===== src/rtl/wsdc_pkg.sv =====
// wheel speed and distance calculator: shared constants, codes and types
// used by the controller, the datapath and the top level; no dependencies
`timescale 1ns / 1ps

package wsdc_pkg;

    // state widths
    localparam int DISTANCE_BITS = 40;
    localparam int TIME_BITS     = 32;
    localparam int ROT_BITS      = 16;
    localparam int CIRC_BITS     = 10;
    localparam int ADD_BITS      = CIRC_BITS + ROT_BITS;

    // numerator of a speed division: centimetres times 3600
    localparam int AW  = (DISTANCE_BITS > ADD_BITS) ? DISTANCE_BITS : ADD_BITS;
    localparam int DVW = AW + 12;

    // quotient bits kept by the serial divider; anything at or above 2^QB saturates
    localparam int QB    = 21;
    localparam int QB_CW = $clog2(QB);
    localparam int CMPW  = (DVW > TIME_BITS) ? DVW : TIME_BITS;

    // divide-by-100 unit for the distance in metres: 16-bit digits, each quotient
    // digit by reciprocal multiplication (exact below 100 * 2^16)
    localparam int DIG_BITS  = 16;
    localparam int DIG_N     = (DISTANCE_BITS + DIG_BITS - 1) / DIG_BITS;
    localparam int DQ_W      = DIG_N * DIG_BITS;
    localparam int DQ_CW     = $clog2(2 * DIG_N);
    localparam int DR_W      = 7;
    localparam int DV_W      = DR_W + DIG_BITS;
    localparam int REC_BITS  = 24;
    localparam int REC_SHIFT = 30;
    localparam logic [REC_BITS-1:0] REC_100 = 24'd10737419;
    localparam int DM_W  = DISTANCE_BITS - 6;
    localparam logic [7:0] CM_PER_M = 8'd100;

    // result fields
    localparam int SPEED_BITS = 16;
    localparam int DIST_BITS  = 32;
    localparam logic [SPEED_BITS-1:0] SPEED_MAX = '1;

    // mile factor 0.621371 in Q0.16
    localparam logic [15:0] MILE_Q16 = 16'd40722;

    // configuration
    localparam logic [CIRC_BITS-1:0] CIRC_RESET = 10'd190;
    localparam logic [1:0] CFG_CIRC = 2'd0;
    localparam logic [1:0] CFG_UNIT = 2'd1;

    typedef enum logic [1:0] {
        OP_ROT  = 2'd0,
        OP_TICK = 2'd1,
        OP_CALC = 2'd2,
        OP_TRIP = 2'd3
    } wsdc_op_t;

    // commands from the controller to the datapath
    typedef struct packed {
        logic rot_inc;
        logic tick;
        logic trip_clr;
        logic mul_add;
        logic sum;
        logic div_load;
        logic div_sel;      // 0 interval speed, 1 trip average speed
        logic div_init;
        logic div_step;
        logic div_end;
        logic speed_store;
        logic dist_start;
        logic dist_mul;
        logic out_load;
    } wsdc_cmd_t;

    // status back to the controller
    typedef struct packed {
        logic div_last;
        logic dist_busy;
    } wsdc_stat_t;

endpackage


===== src/rtl/wheel_speed_distance_calc.sv =====
// wheel speed and distance calculator: top level with the event stream,
// the result stream and the configuration port; depends on wsdc_pkg, wsdc_ctrl, wsdc_dp
`timescale 1ns / 1ps

// Usage
// Input stream s_*: one transaction per event; s_tuser carries the opcode
// (wheel rotation, millisecond tick, calculate, reset trip), s_tdata bit 0 the
// calculate enable. Rotation, tick, trip reset and a disabled calculate give no
// result; s_tready stays high for them.
// An enabled calculate gives one result transaction on m_*: current speed,
// average speed and trip distance. m_tvalid rises after two passes of the
// serial speed divider (21 quotient bits, one per cycle) plus setup and
// scaling steps; the divide by 100 for the distance runs beside the first
// pass. s_tready is low during that work, so a new event is not taken until
// the result is loaded.
// The result waits in an output register: events keep being accepted while
// m_tready is low, and a following calculate stalls only at its final load.
// Configuration: cfg_ready is always high; index 0 wheel circumference in cm,
// index 1 unit mode (0 metric, 1 imperial). Write only while idle.
// Reset (rst_n low, asynchronous) clears all counters and the trip, sets the
// circumference to 190 cm and imperial units, and drops m_tvalid.
module wheel_speed_distance_calc
(
    input  logic        clk,
    input  logic        rst_n,
    input  logic        s_tvalid,
    output logic        s_tready,
    input  logic [7:0]  s_tdata,    // [0] calc_enabled, [7:1] zero
    input  logic [1:0]  s_tuser,    // [1:0] opcode
    output logic        m_tvalid,
    input  logic        m_tready,
    output logic [63:0] m_tdata,    // [15:0] current_speed, [31:16] average_speed,
                                    // [63:32] trip_distance
    input  logic        cfg_valid,
    output logic        cfg_ready,
    input  logic [1:0]  cfg_index,
    input  logic [9:0]  cfg_data
);

    wsdc_pkg::wsdc_cmd_t  cmd;
    wsdc_pkg::wsdc_stat_t status;
    logic [wsdc_pkg::SPEED_BITS-1:0] current_speed;
    logic [wsdc_pkg::SPEED_BITS-1:0] average_speed;
    logic [wsdc_pkg::DIST_BITS-1:0]  trip_distance;

    assign cfg_ready = 1'b1;
    assign m_tdata   = {trip_distance, average_speed, current_speed};

    // controller
    wsdc_ctrl u_ctrl
    (
        .clk          (clk),
        .rst_n        (rst_n),
        .s_tvalid     (s_tvalid),
        .s_tready     (s_tready),
        .opcode       (wsdc_pkg::wsdc_op_t'(s_tuser)),
        .calc_enabled (s_tdata[0]),
        .m_tvalid     (m_tvalid),
        .m_tready     (m_tready),
        .status       (status),
        .cmd          (cmd)
    );

    // datapath
    wsdc_dp u_dp
    (
        .clk           (clk),
        .rst_n         (rst_n),
        .cfg_valid     (cfg_valid && cfg_ready),
        .cfg_index     (cfg_index),
        .cfg_data      (cfg_data),
        .cmd           (cmd),
        .status        (status),
        .current_speed (current_speed),
        .average_speed (average_speed),
        .trip_distance (trip_distance)
    );

endmodule


===== src/rtl/wsdc_ctrl.sv =====
// wheel speed and distance calculator: controller state machine
// sequences the datapath over one calculate; depends on wsdc_pkg
`timescale 1ns / 1ps

module wsdc_ctrl
(
    input  logic                  clk,
    input  logic                  rst_n,
    input  logic                  s_tvalid,
    output logic                  s_tready,
    input  wsdc_pkg::wsdc_op_t    opcode,
    input  logic                  calc_enabled,
    output logic                  m_tvalid,
    input  logic                  m_tready,
    input  wsdc_pkg::wsdc_stat_t  status,
    output wsdc_pkg::wsdc_cmd_t   cmd
);

    typedef enum logic [3:0] {
        S_IDLE,
        S_MUL,
        S_SUM,
        S_LOAD,
        S_INIT,
        S_RUN,
        S_END,
        S_SPEED,
        S_DIST_WAIT,
        S_DIST_MUL,
        S_OUT
    } state_t;

    state_t state_reg, state_next;
    logic   pass_reg, pass_next;
    logic   m_tvalid_reg, m_tvalid_next;
    logic   accept;
    logic   out_free;

    assign s_tready = (state_reg == S_IDLE);
    assign m_tvalid = m_tvalid_reg;
    assign accept   = s_tvalid && s_tready;
    assign out_free = !m_tvalid_reg || m_tready;

    // next state and datapath commands
    always_comb
    begin
        state_next    = state_reg;
        pass_next     = pass_reg;
        m_tvalid_next = m_tvalid_reg;
        cmd           = '0;
        cmd.div_sel   = pass_reg;
        if (m_tvalid_reg && m_tready)
        begin
            m_tvalid_next = 1'b0;
        end
        unique case (state_reg)
            S_IDLE:
            begin
                if (accept)
                begin
                    unique case (opcode)
                        wsdc_pkg::OP_ROT:  cmd.rot_inc  = 1'b1;
                        wsdc_pkg::OP_TICK: cmd.tick     = 1'b1;
                        wsdc_pkg::OP_TRIP: cmd.trip_clr = 1'b1;
                        wsdc_pkg::OP_CALC:
                        begin
                            if (calc_enabled)
                            begin
                                state_next = S_MUL;
                            end
                        end
                        default: ;
                    endcase
                end
            end
            S_MUL:
            begin
                cmd.mul_add = 1'b1;
                pass_next   = 1'b0;
                state_next  = S_SUM;
            end
            S_SUM:
            begin
                cmd.sum    = 1'b1;
                state_next = S_LOAD;
            end
            S_LOAD:
            begin
                cmd.div_load   = 1'b1;
                cmd.dist_start = !pass_reg;
                state_next     = S_INIT;
            end
            S_INIT:
            begin
                cmd.div_init = 1'b1;
                state_next   = S_RUN;
            end
            S_RUN:
            begin
                cmd.div_step = 1'b1;
                if (status.div_last)
                begin
                    state_next = S_END;
                end
            end
            S_END:
            begin
                cmd.div_end = 1'b1;
                state_next  = S_SPEED;
            end
            S_SPEED:
            begin
                cmd.speed_store = 1'b1;
                if (pass_reg)
                begin
                    state_next = S_DIST_WAIT;
                end
                else
                begin
                    pass_next  = 1'b1;
                    state_next = S_LOAD;
                end
            end
            S_DIST_WAIT:
            begin
                if (!status.dist_busy)
                begin
                    state_next = S_DIST_MUL;
                end
            end
            S_DIST_MUL:
            begin
                cmd.dist_mul = 1'b1;
                state_next   = S_OUT;
            end
            S_OUT:
            begin
                if (out_free)
                begin
                    cmd.out_load  = 1'b1;
                    m_tvalid_next = 1'b1;
                    state_next    = S_IDLE;
                end
            end
            default: state_next = S_IDLE;
        endcase
    end

    // state and registered outputs
    always_ff @(posedge clk or negedge rst_n)
    begin
        if (!rst_n)
        begin
            state_reg    <= S_IDLE;
            pass_reg     <= 1'b0;
            m_tvalid_reg <= 1'b0;
        end
        else
        begin
            state_reg    <= state_next;
            pass_reg     <= pass_next;
            m_tvalid_reg <= m_tvalid_next;
        end
    end

    // divider iterations end in the result step
    a_run_ends: assert property (@(posedge clk) disable iff (!rst_n)
        (state_reg == S_RUN && status.div_last) |=> state_reg == S_END)
        else $error("divider run did not end in result step");

    // the distance is ready before the result is loaded
    a_dist_ready: assert property (@(posedge clk) disable iff (!rst_n)
        cmd.out_load |-> (!status.dist_busy && pass_reg))
        else $error("result loaded before distance finished");

    // a pending result is never overwritten
    a_no_overwrite: assert property (@(posedge clk) disable iff (!rst_n)
        (m_tvalid_reg && !m_tready) |=> (m_tvalid_reg && !$past(cmd.out_load)))
        else $error("pending result overwritten");

endmodule


===== src/rtl/wsdc_dp.sv =====
// wheel speed and distance calculator: datapath with counters, trip sum,
// serial speed divider, divide by 100 and mile scaling; depends on wsdc_pkg
`timescale 1ns / 1ps

module wsdc_dp
(
    input  logic                               clk,
    input  logic                               rst_n,
    input  logic                               cfg_valid,
    input  logic [1:0]                         cfg_index,
    input  logic [wsdc_pkg::CIRC_BITS-1:0]     cfg_data,
    input  wsdc_pkg::wsdc_cmd_t                cmd,
    output wsdc_pkg::wsdc_stat_t               status,
    output logic [wsdc_pkg::SPEED_BITS-1:0]    current_speed,
    output logic [wsdc_pkg::SPEED_BITS-1:0]    average_speed,
    output logic [wsdc_pkg::DIST_BITS-1:0]     trip_distance
);

    localparam int D  = wsdc_pkg::DISTANCE_BITS;
    localparam int T  = wsdc_pkg::TIME_BITS;
    localparam int SW = wsdc_pkg::AW + 1;
    localparam int SPW = wsdc_pkg::QB + 15;
    localparam int DPW = wsdc_pkg::DM_W + 16;
    localparam int RW  = wsdc_pkg::DV_W + wsdc_pkg::REC_BITS;

    // configuration
    logic [wsdc_pkg::CIRC_BITS-1:0] circ_reg;
    logic                           unit_reg;

    // counters and trip state
    logic [wsdc_pkg::ROT_BITS-1:0]  rot_reg, rot_next;
    logic [D-1:0]                   total_reg, total_next;
    logic [T-1:0]                   elapsed_reg, elapsed_next;
    logic [T-1:0]                   interval_reg, interval_next;
    logic [T-1:0]                   int_snap_reg;
    logic [wsdc_pkg::ADD_BITS-1:0]  add_reg;

    // speed divider
    logic [wsdc_pkg::DVW-1:0]       n_reg;
    logic [T-1:0]                   d_reg;
    logic [T-1:0]                   rem_reg, rem_next;
    logic [wsdc_pkg::QB-1:0]        qn_reg;
    logic [wsdc_pkg::QB_CW-1:0]     div_cnt_reg;
    logic                           ovf_reg;
    logic                           zero_reg;
    logic                           sel_reg;
    logic [SPW-1:0]                 sprod_reg;
    logic [wsdc_pkg::SPEED_BITS-1:0] cur_reg, avg_reg, speed_next;

    // divide by 100
    logic [wsdc_pkg::DQ_W-1:0]      dq_reg;
    logic [wsdc_pkg::DR_W-1:0]      dr_reg, dr_next;
    logic [wsdc_pkg::DV_W-1:0]      dv_reg;
    logic [wsdc_pkg::DIG_BITS-1:0]  qd_reg;
    logic [wsdc_pkg::DQ_CW-1:0]     dcnt_reg;
    logic                           dist_busy_reg;
    logic [DPW-1:0]                 dprod_reg;

    // output register
    logic [wsdc_pkg::SPEED_BITS-1:0] out_cur_reg, out_avg_reg;
    logic [wsdc_pkg::DIST_BITS-1:0]  out_dist_reg, dist_next;

    logic [SW-1:0]                  sum_w;
    logic [wsdc_pkg::AW-1:0]        src_w;
    logic [wsdc_pkg::DVW-1:0]       sx_w, scaled_w;
    logic [T-1:0]                   divisor_w;
    logic [T:0]                     rem_ext;
    logic                           rem_ge;
    logic [wsdc_pkg::DV_W-1:0]      dv_w;
    logic [RW-1:0]                  drec_w;
    logic [63:0]                    dist_w;

    assign status.div_last  = (div_cnt_reg == wsdc_pkg::QB_CW'(wsdc_pkg::QB - 1));
    assign status.dist_busy = dist_busy_reg;
    assign current_speed    = out_cur_reg;
    assign average_speed    = out_avg_reg;
    assign trip_distance    = out_dist_reg;

    // configuration writes
    always_ff @(posedge clk or negedge rst_n)
    begin
        if (!rst_n)
        begin
            circ_reg <= wsdc_pkg::CIRC_RESET;
            unit_reg <= 1'b1;
        end
        else if (cfg_valid)
        begin
            if (cfg_index == wsdc_pkg::CFG_CIRC)
            begin
                circ_reg <= cfg_data;
            end
            else if (cfg_index == wsdc_pkg::CFG_UNIT)
            begin
                unit_reg <= cfg_data[0];
            end
        end
    end

    // saturating trip sum
    assign sum_w = SW'(total_reg) + SW'(add_reg);

    // counter next values
    always_comb
    begin
        rot_next      = rot_reg;
        total_next    = total_reg;
        elapsed_next  = elapsed_reg;
        interval_next = interval_reg;
        if (cmd.trip_clr)
        begin
            rot_next      = '0;
            total_next    = '0;
            elapsed_next  = '0;
            interval_next = '0;
        end
        else if (cmd.rot_inc)
        begin
            if (rot_reg != '1)
            begin
                rot_next = rot_reg + 1'b1;
            end
        end
        else if (cmd.tick)
        begin
            if (elapsed_reg != '1)
            begin
                elapsed_next = elapsed_reg + 1'b1;
            end
            if (interval_reg != '1)
            begin
                interval_next = interval_reg + 1'b1;
            end
        end
        else if (cmd.sum)
        begin
            rot_next      = '0;
            interval_next = '0;
            total_next    = ((sum_w >> D) != '0) ? '1 : D'(sum_w);
        end
    end

    always_ff @(posedge clk or negedge rst_n)
    begin
        if (!rst_n)
        begin
            rot_reg      <= '0;
            total_reg    <= '0;
            elapsed_reg  <= '0;
            interval_reg <= '0;
        end
        else
        begin
            rot_reg      <= rot_next;
            total_reg    <= total_next;
            elapsed_reg  <= elapsed_next;
            interval_reg <= interval_next;
        end
    end

    // interval distance and interval time snapshot
    always_ff @(posedge clk)
    begin
        if (cmd.mul_add)
        begin
            add_reg <= wsdc_pkg::ADD_BITS'(circ_reg) * wsdc_pkg::ADD_BITS'(rot_reg);
        end
        if (cmd.sum)
        begin
            int_snap_reg <= interval_reg;
        end
    end

    // numerator times 3600 as shifts and adds
    assign src_w     = cmd.div_sel ? wsdc_pkg::AW'(total_reg) : wsdc_pkg::AW'(add_reg);
    assign sx_w      = wsdc_pkg::DVW'(src_w);
    assign scaled_w  = (sx_w << 11) + (sx_w << 10) + (sx_w << 9) + (sx_w << 4);
    assign divisor_w = cmd.div_sel ? elapsed_reg : int_snap_reg;

    // one restoring step of the speed divider
    assign rem_ext  = {rem_reg, qn_reg[wsdc_pkg::QB-1]};
    assign rem_ge   = (rem_ext >= {1'b0, d_reg});
    assign rem_next = rem_ge ? T'(rem_ext - {1'b0, d_reg}) : T'(rem_ext);

    always_ff @(posedge clk)
    begin
        if (cmd.div_load)
        begin
            n_reg   <= scaled_w;
            d_reg   <= divisor_w;
            sel_reg <= cmd.div_sel;
        end
        if (cmd.div_init)
        begin
            ovf_reg  <= (wsdc_pkg::CMPW'(n_reg >> wsdc_pkg::QB) >= wsdc_pkg::CMPW'(d_reg));
            zero_reg <= (d_reg == '0);
            rem_reg  <= T'(n_reg >> wsdc_pkg::QB);
            qn_reg   <= n_reg[wsdc_pkg::QB-1:0];
        end
        else if (cmd.div_step)
        begin
            rem_reg <= rem_next;
            qn_reg  <= {qn_reg[wsdc_pkg::QB-2:0], rem_ge};
        end
        if (cmd.div_end)
        begin
            sprod_reg <= SPW'(qn_reg[wsdc_pkg::QB-2:0]) * SPW'(wsdc_pkg::MILE_Q16);
        end
    end

    // divider step counter
    always_ff @(posedge clk or negedge rst_n)
    begin
        if (!rst_n)
        begin
            div_cnt_reg <= '0;
        end
        else if (cmd.div_init)
        begin
            div_cnt_reg <= '0;
        end
        else if (cmd.div_step)
        begin
            div_cnt_reg <= div_cnt_reg + 1'b1;
        end
    end

    // speed with zero time, saturation and unit conversion
    always_comb
    begin
        priority if (zero_reg)
        begin
            speed_next = '0;
        end
        else if (ovf_reg)
        begin
            speed_next = wsdc_pkg::SPEED_MAX;
        end
        else if (unit_reg)
        begin
            if (qn_reg[wsdc_pkg::QB-1] ||
                ((sprod_reg >> 16) > SPW'(wsdc_pkg::SPEED_MAX)))
            begin
                speed_next = wsdc_pkg::SPEED_MAX;
            end
            else
            begin
                speed_next = sprod_reg[16 +: wsdc_pkg::SPEED_BITS];
            end
        end
        else
        begin
            if (qn_reg > wsdc_pkg::QB'(wsdc_pkg::SPEED_MAX))
            begin
                speed_next = wsdc_pkg::SPEED_MAX;
            end
            else
            begin
                speed_next = qn_reg[wsdc_pkg::SPEED_BITS-1:0];
            end
        end
    end

    always_ff @(posedge clk)
    begin
        if (cmd.speed_store)
        begin
            if (sel_reg)
            begin
                avg_reg <= speed_next;
            end
            else
            begin
                cur_reg <= speed_next;
            end
        end
    end

    // divide the trip centimetres by 100, one 16-bit digit at a time:
    // even step takes the quotient digit, odd step the remainder and the shift
    assign dv_w    = {dr_reg, dq_reg[wsdc_pkg::DQ_W-1 -: wsdc_pkg::DIG_BITS]};
    assign drec_w  = RW'(dv_w) * RW'(wsdc_pkg::REC_100);
    assign dr_next = wsdc_pkg::DR_W'(dv_reg - (wsdc_pkg::DV_W'(qd_reg) *
                                               wsdc_pkg::DV_W'(wsdc_pkg::CM_PER_M)));

    always_ff @(posedge clk)
    begin
        if (cmd.dist_start)
        begin
            dq_reg <= wsdc_pkg::DQ_W'(total_reg);
            dr_reg <= '0;
        end
        else if (dist_busy_reg)
        begin
            if (!dcnt_reg[0])
            begin
                dv_reg <= dv_w;
                qd_reg <= drec_w[wsdc_pkg::REC_SHIFT +: wsdc_pkg::DIG_BITS];
            end
            else
            begin
                dr_reg <= dr_next;
                dq_reg <= {dq_reg[wsdc_pkg::DQ_W-wsdc_pkg::DIG_BITS-1:0], qd_reg};
            end
        end
        if (cmd.dist_mul)
        begin
            dprod_reg <= DPW'(dq_reg[wsdc_pkg::DM_W-1:0]) * DPW'(wsdc_pkg::MILE_Q16);
        end
    end

    always_ff @(posedge clk or negedge rst_n)
    begin
        if (!rst_n)
        begin
            dist_busy_reg <= 1'b0;
            dcnt_reg      <= '0;
        end
        else if (cmd.dist_start)
        begin
            dist_busy_reg <= 1'b1;
            dcnt_reg      <= '0;
        end
        else if (dist_busy_reg)
        begin
            dcnt_reg <= dcnt_reg + 1'b1;
            if (dcnt_reg == wsdc_pkg::DQ_CW'(2 * wsdc_pkg::DIG_N - 1))
            begin
                dist_busy_reg <= 1'b0;
            end
        end
    end

    // distance in metres or thousandths of a mile, saturating
    assign dist_w    = unit_reg ? 64'(dprod_reg >> 16) : 64'(dq_reg);
    assign dist_next = (dist_w[63:32] != '0) ? '1 : dist_w[wsdc_pkg::DIST_BITS-1:0];

    // output register
    always_ff @(posedge clk)
    begin
        if (cmd.out_load)
        begin
            out_cur_reg  <= cur_reg;
            out_avg_reg  <= avg_reg;
            out_dist_reg <= dist_next;
        end
    end

    // trip reset clears the trip state
    a_trip_clear: assert property (@(posedge clk) disable iff (!rst_n)
        cmd.trip_clr |=> (total_reg == '0 && elapsed_reg == '0 && rot_reg == '0))
        else $error("trip reset left state behind");

    // partial remainder stays below the divisor during a run
    a_rem_bound: assert property (@(posedge clk) disable iff (!rst_n)
        (cmd.div_step && !ovf_reg && !zero_reg) |-> (rem_reg < d_reg))
        else $error("divider remainder out of range");

    // a calculate restarts the interval
    a_interval_restart: assert property (@(posedge clk) disable iff (!rst_n)
        cmd.sum |=> (rot_reg == '0 && interval_reg == '0))
        else $error("interval not restarted");

endmodule

===== config.mk =====
export PLATFORM = sky130hd
export DESIGN_NAME = wheel_speed_distance_calc
export DESIGN_NICKNAME = d
export VERILOG_FILES = /design/src/rtl/wsdc_pkg.sv /design/src/rtl/wheel_speed_distance_calc.sv /design/src/rtl/wsdc_ctrl.sv /design/src/rtl/wsdc_dp.sv
export SDC_FILE = /design/constraint.sdc
export NUM_CORES = 2
export LEC_CHECK = 0
export ABC_CLOCK_PERIOD_IN_PS = 8000
export BUFFER_PORTS_ARGS = -buffer_cell sky130_fd_sc_hd__buf_4
export CAP_MARGIN = 5
export CORE_ASPECT_RATIO = 0.6
export CORE_MARGIN = 2
export CORE_UTILIZATION = 45
export DETAILED_ROUTE_END_ITERATION = 8
export PLACE_DENSITY = 0.69
export SLEW_MARGIN = 30
export SYNTH_ARGS = -nofsm -noshare
export SYNTH_HDL_FRONTEND = slang
export SYNTH_HIERARCHICAL = 1
export SYNTH_SLANG_ARGS = --single-unit

===== constraint.sdc =====
create_clock -name clk -period 8 [get_ports clk]
set_clock_uncertainty 0.15 [all_clocks]
set_input_delay 1.2 -clock clk [delete_from_list [all_inputs] [get_ports clk]]
set_output_delay 1.2 -clock clk [all_outputs]
set_load 0.005 [all_outputs]

* After elaboration in Yosys (flattened, before gate mapping) *
Index checks and enable logic that the tools add are counted.

word-level totals
  register bits after elaboration = 602
  input port bits = 27
  output and inout port bits = 67
  word-level logic and storage cells = 190

cells by class
  $add $sub $neg = 11
  multiply operators = 5
  order comparisons = 4
  eq/ne operators = 30
  multiplexer cells = 70
  bitwise gates (word level) = 4
  reduce and logical (&&, ||, !) cells = 32

operators by type and width
  kind                    number
  $mux 40                 9
  $mux 32                 11
  $mux 16                 10
  $add 32x1->32 const B   2
  $ne 32x32->1 const B    2
  $mux 31                 2
  $add 51x50->52          1
  $add 52x44->52          1
  $add 52x49->52          1
  $mul 34x15->49 const B  1
  $mux 48                 1
  $mul 23x24->46 const B  1
  $pmux 4 s11             1
  $mux 21                 2
  $add 40x26->41          1
  $mul 20x15->35 const B  1
  $ge 33x32->1            1
  $ge 31x32->1            1
  $logic_not 32->1        1
  $reduce_bool 32->1      1
  $sub 32x32->32          1
  $mux 4                  7
  $mul 10x16->26          1
  $gt 21x16->1 const B    1
  33 further kinds        95

* Logic depth before layout (Yosys ltp) *
  depth after elaboration = 7
  gate-level depth with buffers = 26
  depth with buffers taken out = 26

* Hierarchy *
Netlist, hierarchy kept.

modules (own cells, without submodules)
  module                     instances  cells an instance  area an instance (µm²)  seq. area each (µm²)
  wsdc_dp                    1          5,161              56,638.1                16,024.1
  wsdc_ctrl                  1          61                 498.0                   150.1
  wheel_speed_distance_calc  1          2                  11.3                    0.0

* Worst setup path after synthesis *
OpenSTA, ideal clock, no wires.

  kind = register to register
  from = register u_ctrl.state_reg[3]
  to = register u_dp.d_reg[0], enable pin
  library setup time = 620 ps
  arrival = 6,087 ps
  required time = 7,230 ps
  setup slack = 1,143 ps
  stages on the path, launching flop included = 3
  path buffers = 1
  clock period less this slack = 6,857 ps
  cell sequence = dfrtp_1 -> buf_2 -> nor3_1

RTL lines
  item                    RTL line          source
  from (decl)             wsdc_ctrl.sv:33   state_t state_reg, state_next;
  from (signal assigned)  wsdc_ctrl.sv:160  state_reg <= state_next;
  to (signal assigned)    wsdc_dp.sv:190    d_reg <= divisor_w;
  to (decl)               wsdc_dp.sv:40     logic [T-1:0] d_reg;

* Worst setup path in the final report *
  from = register u_dp/dq_reg[38] (netlist bit)
  to = register u_dp/qd_reg[14] (netlist bit), data pin

between the ends
  longest elaborated chain between the ends = 1

ends and longest elaborated chain
  item                       RTL line        source
  from (decl)                wsdc_dp.sv:51   logic [wsdc_pkg::DQ_W-1:0] dq_reg;
  from (signal assigned)     wsdc_dp.sv:290  dq_reg <= wsdc_pkg::DQ_W'(total_reg);
  from (signal assigned)     wsdc_dp.sv:303  dq_reg <= {dq_reg[wsdc_pkg::DQ_W-wsdc_pkg::DIG_BITS-1:0], qd_reg};
  $mul 23x24->46             wsdc_dp.sv:282  assign drec_w = RW'(dv_w) * RW'(wsdc_pkg::REC_100);
  named net u_dp.drec_w[44]  wsdc_dp.sv:70   logic [RW-1:0] drec_w;
  to (signal assigned)       wsdc_dp.sv:298  qd_reg <= drec_w[wsdc_pkg::REC_SHIFT +: wsdc_pkg::DIG_BITS];
  to (decl)                  wsdc_dp.sv:54   logic [wsdc_pkg::DIG_BITS-1:0] qd_reg;

The timed path passes the listed nets, and every way through them passes these cells.
A chain may end at the register's enable or synchronous reset.

==> results.yml <==
yosys:
  synth.avg_cell_area_um2: 10.9
  yosysUniqueCellTypes: 97
  synthArstFlopShare_pct: 25.7
  synthTopCellsByArea: "fa_1 (23%), edfxtp_1 (21%), ha_1 (18%)"
  synth_seq_cells: 568
  yosysSeqAreaShare_pct: 28.3
  syn_area_um2: 57100
  synth_top_area_share_pct: 23.2
  synth_edf_count: 406
  synth_ff_type: "edfxtp_1"
  synthCells: 5224
  synth_top_area_cell: "fa_1"
  ys_warn_count: 6
  syn_nets: 6713
worst_setup_path:
  worstSetupStartpointType: "flop"
  crit_fanout: 8
  worstReg2RegStart: "u_dp/dq_reg[38]$_DFFE_PP_"
  end_kind: "flop"
  cp.required_ps: 8220
  critPathArrivalTime_ps: 7850
  rr_worst_depth: 24
  crit_type: "flop to flop"
  r2r_slack_ps: 370
  reg2reg_to: "u_dp/qd_reg[14]$_DFFE_PP_"
grt:
  antenna_found_initial: 2
  grt_max_degree: 67
  grt.overflow.total: 0
  grt.total_usage_pct: 21.8
  grt_first_pass_wirelength_um: 223000
  first_global_vias: 38700
finish:
  drive_gt1_share_pct: 7.69
  stdcell_count: 7030
  syn_to_final_growth_pct: 8.08
  final_nets: 6770
  fin_area_um2: 61800
  fillers: 11200
  multiInputGateArea_um2: 37300
  regArea_um2: 16200
sta:
  drv_slew: 0
  max_freq_mhz: 131
  tightest_slew_ps: 960
  rsz0062_at_grt: "no"
  max_slew_margin_pct: 36.0
  setup_violations: 0
  fin_tns_setup_ps: 0
  period_needed_ps: 7630
  period_share_pct: 95.4
  hold_viol_final: 0
min_path:
  min_path_type: "flop to flop"
  hold_path_end: "u_dp/current_speed[2]$_DFFE_PP_"
  min_path_cells: 0
  hp-start: "u_dp/cur_reg[2]$_DFFE_PP_"
pwr:
  leakage_nw: 30.6
  ir_drop_uv: 158
  powerDensity_nw_per_um2: 100
detailed_routing:
  wl_met1_um: 71800
  met2_length_um: 53300
  routed_wl_um: 139000
  drc_errors: 0
  wl_per_cell_um: 19.8
  route.top_layer_used: "met4"
  vias_per_cell: 5.45
  first_pass_iters: 6
  via_count: 38300
  wl_met3_um: 12800
  drtIter0Drc: 3405
  ant_nets: 0
clocking:
  ctsResizeCount: 0
  holdBufCountCts: 0
  clk_latency_ps: 670
  clk_path_buf_depth: 3
  post-cts-setup-buffer-count: 0
  cts_root_buffer: "clkbuf_16"
  h-tree-depth: 2
  clkSinkCount: 568
  numCtsBuffers: 57
  path_clk_slew_ps: 70
  cts_tree: "done"
floorplanning:
  ios: 94
  die_y_um: 280
  initial_core_util_pct: 45.3
  dieArea_um2: 130000
  dieWidth_um: 464
  core_um2: 126000
  rows: 101
place:
  dpl.cell_count: 6919
  globalplace.congestion: 0.972
  dp_hpwl_um: 112000
  port_buffers: 85
  placedInstanceArea_um2: 59700
flow_run:
  max_cap_violations: 0
outcome:
  status: "finished clean"
## worst max-delay path by stage
stage	startpoint	end	slack, ps	cells after the start
final	u_dp/dq_reg[38]$_DFFE_PP_	u_dp/qd_reg[14]$_DFFE_PP_	370	24
after global routing	u_dp/dq_reg[38]$_DFFE_PP_	u_dp/qd_reg[14]$_DFFE_PP_	80	24
after CTS	u_dp/dq_reg[38]$_DFFE_PP_	u_dp/qd_reg[14]$_DFFE_PP_	300	24
after detailed placement	u_dp/dq_reg[38]$_DFFE_PP_	u_dp/qd_reg[14]$_DFFE_PP_	410	24
after global placement	u_dp/dq_reg[38]$_DFFE_PP_	u_dp/qd_reg[14]$_DFFE_PP_	530	24
after floorplan	u_ctrl/state_reg[3]$_DFFE_PN0P_	u_dp/d_reg[0]$_DFFE_PP_	1140	2
## cells in the final DEF (no fill, tap or decap), types with 12 or more instances in the layout
master | netlist | layout
xnor2_1 | 137 | 137
nand3_1 | 64 | 64
a211oi_1 | 30 | 30
and3_1 | 45 | 44
o21ai_1 | 12 | 12
o21ai_0 | 150 | 150
fa_1 | 661 | 661
mux2i_1 | 52 | 52
o21a_1 | 34 | 34
nand2_1 | 299 | 299
o21bai_1 | 20 | 20
nor2_1 | 242 | 240
nor4_1 | 19 | 18
xor2_1 | 95 | 95
mux2_2 | 123 | 123
nand4_1 | 62 | 62
buf_4 | 7 | 126
a21o_1 | 121 | 120
o211ai_1 | 12 | 12
dfxtp_1 | 16 | 16
edfxtp_1 | 406 | 406
dfrtp_1 | 139 | 138
nand2b_1 | 25 | 24
nor2b_1 | 30 | 29
a31oi_1 | 41 | 41
o22ai_1 | 21 | 21
ha_1 | 801 | 801
and2_1 | 94 | 93
clkbuf_16 | 0 | 62
nor3_1 | 60 | 55
clkbuf_1 | 102 | 12
inv_1 | 864 | 864
or3_1 | 17 | 17
a21oi_1 | 225 | 225
## synth_stat cells, types with 12 or more instances
library cell	instances
nand2b_1	25
inv_1	864
and2_1	94
a211oi_1	30
clkbuf_1	102
xnor2_1	137
dfxtp_1	16
nand4_1	62
nand3_1	64
o21ai_0	150
o21ai_1	12
o211ai_1	12
o21a_1	34
ha_1	801
nor2_1	242
o22ai_1	21
fa_1	661
o21bai_1	20
nor4_1	19
a21o_1	121
xor2_1	95
dfrtp_1	139
nor2b_1	30
a31oi_1	41
nand2_1	299
or3_1	17
and3_1	45
a21oi_1	225
mux2_2	123
edfxtp_1	406
nor3_1	60
mux2i_1	52
## stage by stage
step	total power [W]	hold slack, ps	utilization (%)	worst slack (ps)
after global routing	0.00639	275	48.9	84.3
after floorplan	0.00332	250	-	1140
final	0.00620	267	48.9	372
after CTS	0.00626	269	48.9	297
after detailed placement	0.00339	255	47.3	413
after global placement	0.00339	250	47.3	529
## worst max-delay path, stage by stage, from the launching register on
cell	delay, ps
edfxtp_1	560
inv_1	150
fa_1	530
inv_1	110
fa_1	530
inv_1	60
fa_1	550
fa_1	570
inv_1	60
fa_1	460
fa_1	550
inv_1	60
fa_1	520
inv_1	40
ha_1	340
a21oi_1	230
o21ai_0	120
a21oi_1	130
a21oi_1	100
nor3_2	410
a21oi_1	220
o211a_1	310
nor3_1	290
o21bai_1	120
xor2_1	140
## where the power goes
| part | total, W | switching, W | internal [W] |
|---|---|---|---|
| clock network | 0.00287 | 0.00124 | 0.00163 |
| logic | 0.000120 | 0.0000737 | 0.0000460 |
| registers | 0.00320 | 0.0000595 | 0.00314 |
| total | 0.00620 | 0.00137 | 0.00482 |
## area by class of cell
| cell class | count | area share, % |
|---|---|---|
| timing repair buffer | 127 | 1.55 |
| sequential | 568 | 26.2 |
| tap | 1699 | 3.44 |
| antenna | 1 | 0.00405 |
| clock inverter | 29 | 0.539 |
| multi-input combinational | 3661 | 60.3 |
| inverter | 866 | 5.26 |
| clock buffer | 79 | 2.70 |
## logic make-up after synthesis
| kind of cell | after synthesis | share of synthesized area, % |
|---|---|---|
| AO/OA/AOI/OAI | 785 | 8.92 |
| AND/OR/NAND/NOR | 1005 | 8.53 |
| adder cells (fa/ha/maj) | 1462 | 40.7 |
| flip-flops | 568 | 28.3 |
| XOR/XNOR | 232 | 3.56 |
| other | 1 | 0.00656 |
| multiplexers | 176 | 3.35 |
| buffers and inverters | 995 | 6.64 |
## routing by layer
layer | track usage [%] | vias to the layer above
li1 | - | 17800
met1 | 35.8 | 19100
met2 | 29.0 | 1304
met3 | 5.35 | 114
met4 | 2.71 | 0
met5 | 0 | -
Power figures use the tool's default switching activity.
